[src/hw/rtl/ffds_pkg.sv]
// ----------------------------------------------------------------------------
// ffds_pkg
// Shared types and constants for the queue with drain-and-sum.
// ----------------------------------------------------------------------------
package ffds_pkg;

  localparam int DEPTH      = 32;
  localparam int DATA_WIDTH = 16;

  localparam int ADDR_W  = $clog2(DEPTH);
  localparam int CNT_W   = $clog2(DEPTH + 1);
  localparam int REQ_W   = 8;
  localparam int TOTAL_W = 21;
  localparam int TAKEN_W = 6;
  localparam int CMP_W   = (CNT_W > REQ_W) ? CNT_W : REQ_W;

  localparam logic KIND_PUSH  = 1'b0;
  localparam logic KIND_DRAIN = 1'b1;

  localparam logic [1:0] ST_OK    = 2'd0;
  localparam logic [1:0] ST_FULL  = 2'd1;
  localparam logic [1:0] ST_EMPTY = 2'd2;

  typedef struct packed {
    logic                  kind;
    logic [DATA_WIDTH-1:0] item_value;
    logic [REQ_W-1:0]      request_count;
  } req_t;

  typedef struct packed {
    logic [TOTAL_W-1:0] total;
    logic [TAKEN_W-1:0] taken;
    logic [1:0]         status;
  } rsp_t;

endpackage

[src/hw/rtl/ffds_ram.sv]
// ----------------------------------------------------------------------------
// ffds_ram
// Generic single-write, single-read RAM with a registered read port.
// ----------------------------------------------------------------------------
module ffds_ram #(
  parameter int WIDTH = 16,
  parameter int DEPTH = 32
) (
  input  logic                     clk,
  input  logic                     wr_en,
  input  logic [$clog2(DEPTH)-1:0] wr_addr,
  input  logic [WIDTH-1:0]         wr_data,
  input  logic                     rd_en,
  input  logic [$clog2(DEPTH)-1:0] rd_addr,
  output logic [WIDTH-1:0]         rd_data
);

  logic [WIDTH-1:0] mem [DEPTH];

  always_ff @(posedge clk) begin
    if (wr_en) begin
      mem[wr_addr] <= wr_data;
    end
    if (rd_en) begin
      rd_data <= mem[rd_addr];
    end
  end

endmodule

[src/hw/rtl/fifo_with_drain_sum_top.sv]
// ----------------------------------------------------------------------------
// fifo_with_drain_sum_top
// Ring-buffer queue: a push appends a word, a drain removes up to the
// requested number of oldest words and returns their sum and count.
// ----------------------------------------------------------------------------
//   channel   handshake               word
//   req       req_valid / req_ready   req_t: kind, item_value, request_count
//   rsp       rsp_valid / rsp_ready   rsp_t: total, taken, status
//
// A push, or a drain that removes nothing, is answered from the request
// straight into the output register when it is free, else held in S_HOLD.
// A drain of n words holds the input through the accepting cycle, the n
// reads, the summing of the last read data, the exit from the drain and
// the load of the output register.
// Reset (synchronous, active high) empties the queue; the RAM is not cleared.
// A new request is taken while the previous result waits in the output
// register; apart from a drain, the block only stalls when a second result
// would have no place.
// ----------------------------------------------------------------------------
module fifo_with_drain_sum_top
  import ffds_pkg::*;
(
  input  logic clk,
  input  logic rst,
  input  logic req_valid,
  output logic req_ready,
  input  req_t req,
  output logic rsp_valid,
  input  logic rsp_ready,
  output rsp_t rsp
);

  typedef enum logic [2:0] {
    S_IDLE  = 3'b001,
    S_DRAIN = 3'b010,
    S_HOLD  = 3'b100
  } state_t;

  function automatic logic [ADDR_W-1:0] next_ptr(input logic [ADDR_W-1:0] p);
    next_ptr = (p == ADDR_W'(DEPTH - 1)) ? '0 : p + 1'b1;
  endfunction

  state_t              state;
  logic [ADDR_W-1:0]   head;
  logic [ADDR_W-1:0]   tail;
  logic [CNT_W-1:0]    occupancy;
  logic [CNT_W-1:0]    left;
  logic                rd_pend;
  rsp_t                pend;

  logic                accept;
  logic                out_free;
  logic                full;
  logic                go_drain;
  logic [CMP_W-1:0]    want_ext;
  logic [CMP_W-1:0]    occ_ext;
  logic [CNT_W-1:0]    take_n;
  rsp_t                imm;
  logic                wr_en;
  logic                rd_en;
  logic [DATA_WIDTH-1:0] rd_data;
  logic                rsp_load;
  rsp_t                rsp_data;

  assign req_ready = (state == S_IDLE);
  assign accept    = req_valid && req_ready;
  assign out_free  = !rsp_valid || rsp_ready;
  assign full      = (occupancy == CNT_W'(DEPTH));

  assign want_ext = CMP_W'(req.request_count);
  assign occ_ext  = CMP_W'(occupancy);
  assign take_n   = (want_ext < occ_ext) ? CNT_W'(want_ext) : occupancy;
  assign go_drain = (req.kind == KIND_DRAIN) && (occupancy != '0)
                    && (req.request_count != '0);

  always_comb begin
    imm        = '0;
    imm.status = ST_OK;
    wr_en      = 1'b0;
    if (req.kind == KIND_PUSH) begin
      if (full) begin
        imm.status = ST_FULL;
      end else begin
        wr_en = accept;
      end
    end else if (occupancy == '0) begin
      imm.status = ST_EMPTY;
    end
  end

  // The output register takes a finished word straight from the request or
  // from the held result.
  always_comb begin
    rsp_load = 1'b0;
    rsp_data = imm;
    if (state == S_HOLD) begin
      rsp_load = out_free;
      rsp_data = pend;
    end else if (state == S_IDLE) begin
      rsp_load = accept && !go_drain && out_free;
    end
  end

  // Reads walk the head forward; the data for each is summed in the cycle after its read.
  assign rd_en = (state == S_DRAIN) && (left != '0);

  ffds_ram #(
    .WIDTH (DATA_WIDTH),
    .DEPTH (DEPTH)
  ) u_ram (
    .clk     (clk),
    .wr_en   (wr_en),
    .wr_addr (tail),
    .wr_data (req.item_value),
    .rd_en   (rd_en),
    .rd_addr (head),
    .rd_data (rd_data)
  );

  always_ff @(posedge clk) begin
    if (rst) begin
      state     <= S_IDLE;
      head      <= '0;
      tail      <= '0;
      occupancy <= '0;
      left      <= '0;
      rd_pend   <= 1'b0;
      rsp_valid <= 1'b0;
    end else begin
      rd_pend <= rd_en;
      if (rsp_load) begin
        rsp       <= rsp_data;
        rsp_valid <= 1'b1;
      end else if (rsp_valid && rsp_ready) begin
        rsp_valid <= 1'b0;
      end
      case (state)
        S_IDLE: begin
          if (accept) begin
            if (req.kind == KIND_PUSH && !full) begin
              tail      <= next_ptr(tail);
              occupancy <= occupancy + 1'b1;
            end
            if (go_drain) begin
              occupancy   <= occupancy - take_n;
              left        <= take_n;
              pend.total  <= '0;
              pend.taken  <= TAKEN_W'(take_n);
              pend.status <= ST_OK;
              state       <= S_DRAIN;
            end else if (!out_free) begin
              pend  <= imm;
              state <= S_HOLD;
            end
          end
        end
        S_DRAIN: begin
          if (rd_en) begin
            head <= next_ptr(head);
            left <= left - 1'b1;
          end
          if (rd_pend) begin
            pend.total <= pend.total + TOTAL_W'(rd_data);
          end
          if (!rd_en && !rd_pend) begin
            state <= S_HOLD;
          end
        end
        S_HOLD: begin
          if (out_free) begin
            state <= S_IDLE;
          end
        end
        default: begin
          state <= S_IDLE;
        end
      endcase
    end
  end

`ifndef NO_ASSERTIONS
  a_occ_bound: assert property (@(posedge clk) disable iff (rst)
    occupancy <= CNT_W'(DEPTH))
    else $error("occupancy exceeds the ring depth");

  a_read_origin: assert property (@(posedge clk) disable iff (rst)
    rd_pend |-> $past(state == S_DRAIN))
    else $error("read data pending outside a drain");

  a_idle_quiet: assert property (@(posedge clk) disable iff (rst)
    (state == S_IDLE) |-> (left == '0 && !rd_pend))
    else $error("drain work left over on return to idle");

  a_full_push: assert property (@(posedge clk) disable iff (rst)
    (accept && req.kind == KIND_PUSH && full)
      |=> (occupancy == $past(occupancy) && tail == $past(tail)))
    else $error("push into a full queue changed the queue");
`endif

endmodule
[config.mk]
export PLATFORM = sky130hd
export DESIGN_NAME = fifo_with_drain_sum_top
export DESIGN_NICKNAME = d
export VERILOG_FILES = /design/src/hw/rtl/ffds_pkg.sv /design/src/hw/rtl/ffds_ram.sv /design/src/hw/rtl/fifo_with_drain_sum_top.sv
export SDC_FILE = /design/constraint.sdc
export NUM_CORES = 1
export LEC_CHECK = 0
export BUFFER_PORTS_ARGS = -buffer_cell sky130_fd_sc_hd__clkbuf_2
export CAP_MARGIN = 10
export CORE_MARGIN = 8
export CORE_UTILIZATION = 55
export CTS_CLUSTER_SIZE = 40
export DETAILED_ROUTE_END_ITERATION = 10
export PLACE_DENSITY = 0.71
export SLEW_MARGIN = 20
export SYNTH_ARGS = -nofsm -noshare
export SYNTH_HDL_FRONTEND = slang
export SYNTH_SLANG_ARGS = --single-unit
[constraint.sdc]
create_clock -name clk -period 4.4 [get_ports clk]
set_input_delay 0.22 -clock clk [delete_from_list [all_inputs] [get_ports clk]]
set_output_delay 0.22 -clock clk [all_outputs]
set_load 0.01 [all_outputs]
==> qor.yml, run 1 <==
clk_pin_slew_ps: 60
static-leakage-power_nw: 8.99
place_inst: 1948
hold_viol: 0
synth_simple_gate_area_share_pct: 4.98
grt_max_degree: 56
wl_um: 50300
rsz0062_at_grt: "no"
core_um2: 45200
synth.ff_latch_count: 613
cts_root_buf: "clkbuf_16"
post-route-drc-count: 0
die_w_um: 229
cts_setup_buffers: 0
syn2layout_area_growth_pct: 12.8
hpwl_um: 30300
crit_path_end_kind: "register"
cp-start-kind: "register"
drive_gt1_share_pct: 28.6
track_usage_pct: 19.0
clock_sinks: 613
multi_input_area_um2: 6670
max_stage_delay_ps: 470
synthArstFlopShare_pct: 0
n_antenna_cell: 0
htreeDepth: 2
insertion_delay_ps: 610
die_area_um2: 52700
p_total_mw: 13.1
cp.required_ps: 4920
pwr_density_cell_nw_per_um2: 463
setup_viol: 0
drt-pass1-iter-count: 5
n_fill_cell: 3068
final_cells: 2064
pin_count: 60
wire_per_inst_um: 24.4
period_share_pct: 91.1
worst_slew_pin_slew_ps: 995
synth_fp_nets: 1368
netlist_area_um2: 25100
fin_crit_ps: 4010
cp.arrival_ps: 4530
ir_worst_vdd_v: 0.000353
globalplace.congestion: 0.822
vias: 12400
synth-main-ff-cell: "edfxtp_1"
seq_area_frac_synth_pct: 72.4
final_util_pct: 62.6
timing.fmax_mhz: 249
slew_viol_final: 0
worstSetupPathType: "register to register"
cp_slowest_cell: "dfxtp_1"
synth-compound-area-share_pct: 3.31
grt_overflow: 0
regArea_um2: 18100
cts_tree: "done"
synth_edf_count: 586
core.rowCount: 78
crit_fanout: 13
drtIter0Drc: 1198
fp.dieH_um: 229
synthCells: 1302
slew_headroom_pct: 33.6
cts_buffers: 59
setup_tns_ps: 0
finClkSkew_ps: 13.5
clock_path_buffers: 3
synth_mux_area_share_pct: 15.6
synth_top_family_by_area: "multiplexers"
synth_fa_ha_area_share_pct: 1.91
avgViaCountPerCell: 6.02
dpl_worst_slack_ps: 371
start_util_pct: 55.5
nets: 1480
path_cells: "inv_1, ha_1, a2111oi_4, nand2_1, a31oi_1, buf_4, nor2_1, a21oi_1, nand2_1, ha_1, nor2b_1, o31ai_1, a21oi_2, mux2_2, a21bo_1, a31oi_1"
grt_pass1_wl_um: 76600
synth_cell_types: 59
postRouteAntennaNets: 0
antenna_found_initial: 1
synth_xor_xnor_area_share_pct: 0.384
ys_warn_count: 0
fin_ws_ps: 391
syn_avg_cell_area_um2: 19.3
io_buffers: 59
status: "finished, final reports clean"
hold_path.class: "input pin to register"
grt_pass1_vias: 12600
drv_cap: 0
==> worst paths after layout <==
path	from	endpoint	slack, ps	cells after the start
hold reg to reg	left[1]$_SDFFE_PP0P_	left[1]$_SDFFE_PP0P_	500	2
hold / removal	req[2]	left[2]$_SDFFE_PP0P_	60	3
setup reg to reg	occupancy[5]$_SDFFE_PP0P_	occupancy[5]$_SDFFE_PP0P_	390	16
setup / recovery	occupancy[5]$_SDFFE_PP0P_	occupancy[5]$_SDFFE_PP0P_	390	16
==> worst max-delay path, delay by kind of cell (launching register included) <==
family,cells,cell delay (ps)
mux,1,380
buf+inv,2,390
simple gates,4,400
flops,1,470
compound gates,7,1720
fa+ha+maj,2,580
==> through the flow <==
step           hold slack [ps]  area (um^2)
5_1_grt                   44.9        28300
4_1_cts                   13.6        28300
3_3_place_gp               483        26300
6_report                  56.3        28300
2_1_floorplan              319        25100
3_5_place_dp               486        26300
==> routing by layer <==
metal | GRT usage (%) | part of all wire, %
met5 | 0 | 0.018
met4 | 5.04 | 2.1
met3 | 3.73 | 5.6
met2 | 32.1 | 51
met1 | 25.3 | 41
==> registers in the layout (all words and copies together), names as in the netlist <==
name           count
u_ram.mem        512
pend              29
rsp               29
u_ram.rd_data     16
left               6
occupancy          6
head               5
tail               5
state              3
rd_pend            1
rsp_valid          1
==> placed cells by master (no fill, tap or decap), types with 7 or more instances in the layout <==
master	n
edfxtp_1	586
mux4_2	160
nor2_1	62
clkbuf_16	59
clkbuf_2	59
a21oi_1	43
buf_4	43
nand2_1	41
and2_1	35
ha_1	35
nor2_2	29
dfxtp_1	23
mux2_2	18
a21o_1	16
clkinv_1	15
o21ai_1	15
clkinv_2	14
inv_1	13
nand3_1	13
and3_1	10
mux2i_1	10
clkbuf_1	10
nor2b_1	9
nor3_1	9
nand2b_1	8
a211oi_1	7
o21ai_0	7
xnor2_1	7
==> power breakdown <==
group	total, mW	internal, mW	switching (mW)
registers	6.72	6.61	0.112
logic	1.41	0.550	0.861
clock network	4.96	2.83	2.13
==> kinds of logic after synthesis <==
family,Yosys count
AO/OA/AOI/OAI,127
XOR/XNOR,11
adder cells (fa/ha/maj),37
buffers and inverters,75
flip-flops,613
multiplexers,189
AND/OR/NAND/NOR,250
==> layout make-up <==
class	instances	area share (%)
Multi-Input combinational cell	614	23.6
Clock inverter	42	1.39
Inverter	15	0.199
Tap cell	600	2.65
Sequential cell	613	64.2
Timing Repair Buffer	111	2.65
Clock buffer	69	5.35
==> repair_timing <==
| item | 4_1_cts | 5_1_grt |
|---|---|---|
| gates resized for setup | 0 | 2 |
| hold buffers | 5 | 0 |
| setup endpoints to repair | 0 | 1 |
| hold endpoints to repair | 5 | 0 |
==> synth_stat cells, types with 3 or more instances <==
library cell / n / area [um^2]
a211o_1: 4 / 35.0
a211oi_1: 7 / 52.6
a21o_1: 16 / 120
a21oi_1: 44 / 220
a221oi_1: 4 / 35.0
a31o_1: 4 / 35.0
a31oi_1: 4 / 25.0
and2_1: 35 / 219
and3_1: 10 / 62.6
buf_1: 7 / 26.3
buf_2: 6 / 30.0
buf_6: 9 / 101
clkbuf_1: 38 / 143
dfxtp_1: 27 / 541
edfxtp_1: 586 / 17600
ha_1: 35 / 438
inv_1: 13 / 48.8
mux2_2: 18 / 203
mux2i_1: 11 / 110
mux4_2: 160 / 3600
nand2_1: 41 / 154
nand2b_1: 8 / 50.1
nand3_1: 13 / 65.1
nand3b_1: 6 / 45.0
nand4_1: 3 / 18.8
nor2_1: 92 / 345
nor2b_1: 9 / 56.3
nor3_1: 10 / 50.1
nor3b_1: 5 / 37.5
nor3b_2: 3 / 37.5
nor4_1: 4 / 25.0
o21a_1: 4 / 30.0
o21ai_0: 7 / 35.0
o21ai_1: 15 / 75.1
o22ai_1: 3 / 18.8
or3_1: 3 / 18.8
xnor2_1: 7 / 61.3
xor2_1: 4 / 35.0
Power figures use the tool's default switching activity.
==> run 2, diff against run 1 <==
--- a/config.mk
+++ b/config.mk
@@ -11,7 +11,7 @@
 export CORE_UTILIZATION = 55
 export CTS_CLUSTER_SIZE = 40
 export DETAILED_ROUTE_END_ITERATION = 10
-export PLACE_DENSITY = 0.71
+export PLACE_DENSITY_LB_ADDON = 0.08
 export SLEW_MARGIN = 20
 export SYNTH_ARGS = -nofsm -noshare
 export SYNTH_HDL_FRONTEND = slang
==> constraint.sdc (replaced) <==
create_clock -name clk -period 4.5 [get_ports clk]
set_input_delay 0.225 -clock clk [delete_from_list [all_inputs] [get_ports clk]]
set_output_delay 0.225 -clock clk [all_outputs]
set_load 0.01 [all_outputs]
==> qor.yml, run 2 (synthesis gave the netlist of run 1 again) <==
fp.dieH_um: 229
cts_tree: "done"
finClkSkew_ps: 15.8
nets: 1484
max_stage_delay_ps: 490
p_clk_share_pct: 38.0
cts_setup_buffers: 0
core.rowCount: 78
fin_ws_ps: 512
mostFrequentLayoutCells: "edfxtp_1, mux4_2, clkbuf_16"
pwr_density_cell_nw_per_um2: 453
swShare_pct: 23.5
worstSetupPathType: "register to register"
n_fill_cell: 3179
clk_pin_slew_ps: 60
cp_slowest_cell: "dfxtp_1"
globalplace.congestion: 0.853
slew_viol_final: 0
power_frac_comb_pct: 10.8
slew_headroom_pct: 46.5
wire_per_inst_um: 25.3
die_area_um2: 52700
cts_root_buf: "clkbuf_16"
insertion_delay_ps: 630
cp.arrival_ps: 4520
switchingPower_mw: 3.01
place_inst: 1949
regArea_um2: 18100
setup_viol: 0
drt-pass1-iter-count: 5
pin_count: 60
crit_path_end_kind: "register"
cp_num_buf_inv: 1
rsz0062_at_grt: "no"
timing.fmax_mhz: 251
cts_buffers: 61
grt_max_degree: 49
path_cells: "inv_1, ha_1, a2111oi_4, nand2_1, a31oi_1, mux2i_1, and2_1, ha_1, nor2b_1, o31ai_1, a21oi_2, or3_1, a21bo_1, a31oi_1"
period_share_pct: 88.6
wl_um: 52300
final_cells: 2066
drv_cap: 0
track_usage_pct: 20.1
drtIter0Drc: 1001
crit_fanout: 8
antenna_found_initial: 1
avgViaCountPerCell: 6.02
io_buffers: 59
p_int_mw: 9.82
final_common_cell: "edfxtp_1"
clock_path_buffers: 3
cp_top_family: "compound AO/OA/AOI/OAI gates"
ir_worst_vdd_v: 0.000527
seqPwrFrac_pct: 51.2
hold_path.class: "input pin to register"
clock_sinks: 613
regMostFlops: "u_ram.mem"
grt_pass1_vias: 13000
fin_crit_ps: 3990
grt_overflow: 0
start_util_pct: 55.5
cp.required_ps: 5030
multi_input_area_um2: 6670
static-leakage-power_nw: 9.01
worst_slew_pin_slew_ps: 800
core_um2: 45200
grt_pass1_wl_um: 79900
dpl_worst_slack_ps: 469
drive_gt1_share_pct: 28.6
post-route-drc-count: 0
cp-start-kind: "register"
syn2layout_area_growth_pct: 13.0
hpwl_um: 31300
postRouteAntennaNets: 0
vias: 12400
die_w_um: 229
status: "finished, final reports clean"
htreeDepth: 2
setup_tns_ps: 0
largestRegisters: "u_ram.mem (512), pend (29), rsp (29)"
hold_viol: 0
largest_reg_flops: 512
## run 2: cell types whose count changed in the layout (fill, tap and decap cells not counted), sizes merged
cell,before,now
clkinvlp,3,0
inv,17,14
bufinv,6,4
buf,47,48
diode,0,1
dlygate4sd3,5,6
clkbuf,128,139
clkinv,31,27
## run 2: path summary, 6_finish.rpt
kind                                   from                        end  slack, ps  cells after the start
setup / recovery  occupancy[5]$_SDFFE_PP0P_  occupancy[5]$_SDFFE_PP0P_        510                     14
hold / removal                       req[0]          pend[2]$_DFFE_PP_         50                      3
setup reg to reg  occupancy[5]$_SDFFE_PP0P_  occupancy[5]$_SDFFE_PP0P_        510                     14
hold reg to reg        left[1]$_SDFFE_PP0P_       left[1]$_SDFFE_PP0P_        490                      2
## run 2: power groups by stage
| stage | registers [mW] | logic, mW | clock network (mW) |
|---|---|---|---|
| 3_3_place_gp | 6.69 | 1.37 | 0 |
| 4_1_cts | 6.57 | 1.39 | 4.99 |
| 5_1_grt | 6.59 | 1.56 | 5.19 |
| 3_5_place_dp | 6.69 | 1.38 | 0 |
| 2_1_floorplan | 6.69 | 0.909 | 0 |
| 6_report | 6.57 | 1.39 | 4.88 |
## run 2: area by class of cell
cell class,count,area share [%]
sequential,613,64.1
clock inverter,30,0.981
multi-input combinational,614,23.5
timing repair buffer,113,2.66
clock buffer,80,5.86
inverter,15,0.199
antenna,1,0.00884
tap,600,2.65
## run 2: metal layers
metal	vias to the layer above	track usage [%]	share of wire (%)	wire length (um)
met1	6528	26.5	42	21800
li1	5525	-	-	-
met5	-	0	0	0
met4	0	6.16	2.3	1210
met3	81	3.35	5.3	2770
met2	312	34.3	51	26500
## run 2: timing repair
action / in CTS / in global routing
gates resized for setup: 0 / 1
endpoints found under the setup margin: 0 / 1
endpoints found under the hold margin: 7 / 0
hold buffers: 6 / 0
## run 2: per-stage QoR
stage / hold WS, ps / instance area, um^2 / util, % / total power [mW]
final: 54.2 / 28300 / 62.7 / 12.8
after detailed placement: 486 / 26300 / 58.2 / 8.08
after CTS: 23.6 / 28300 / 62.6 / 13.0
after global placement: 481 / 26300 / 58.2 / 8.06
after floorplan: 324 / 25100 / - / 7.60
after global routing: 90.8 / 28300 / 62.7 / 13.3
## run 2: worst reg2reg max path, stage by stage, from the launching register on
cell and delay, ps:
dfxtp_1 490, inv_1 150, ha_1 380, a2111oi_4 480, nand2_1 100, a31oi_1 260, mux2i_1 310, and2_1 210
ha_1 240, nor2b_1 150, o31ai_1 320, a21oi_2 150, or3_1 340, a21bo_1 200, a31oi_1 140
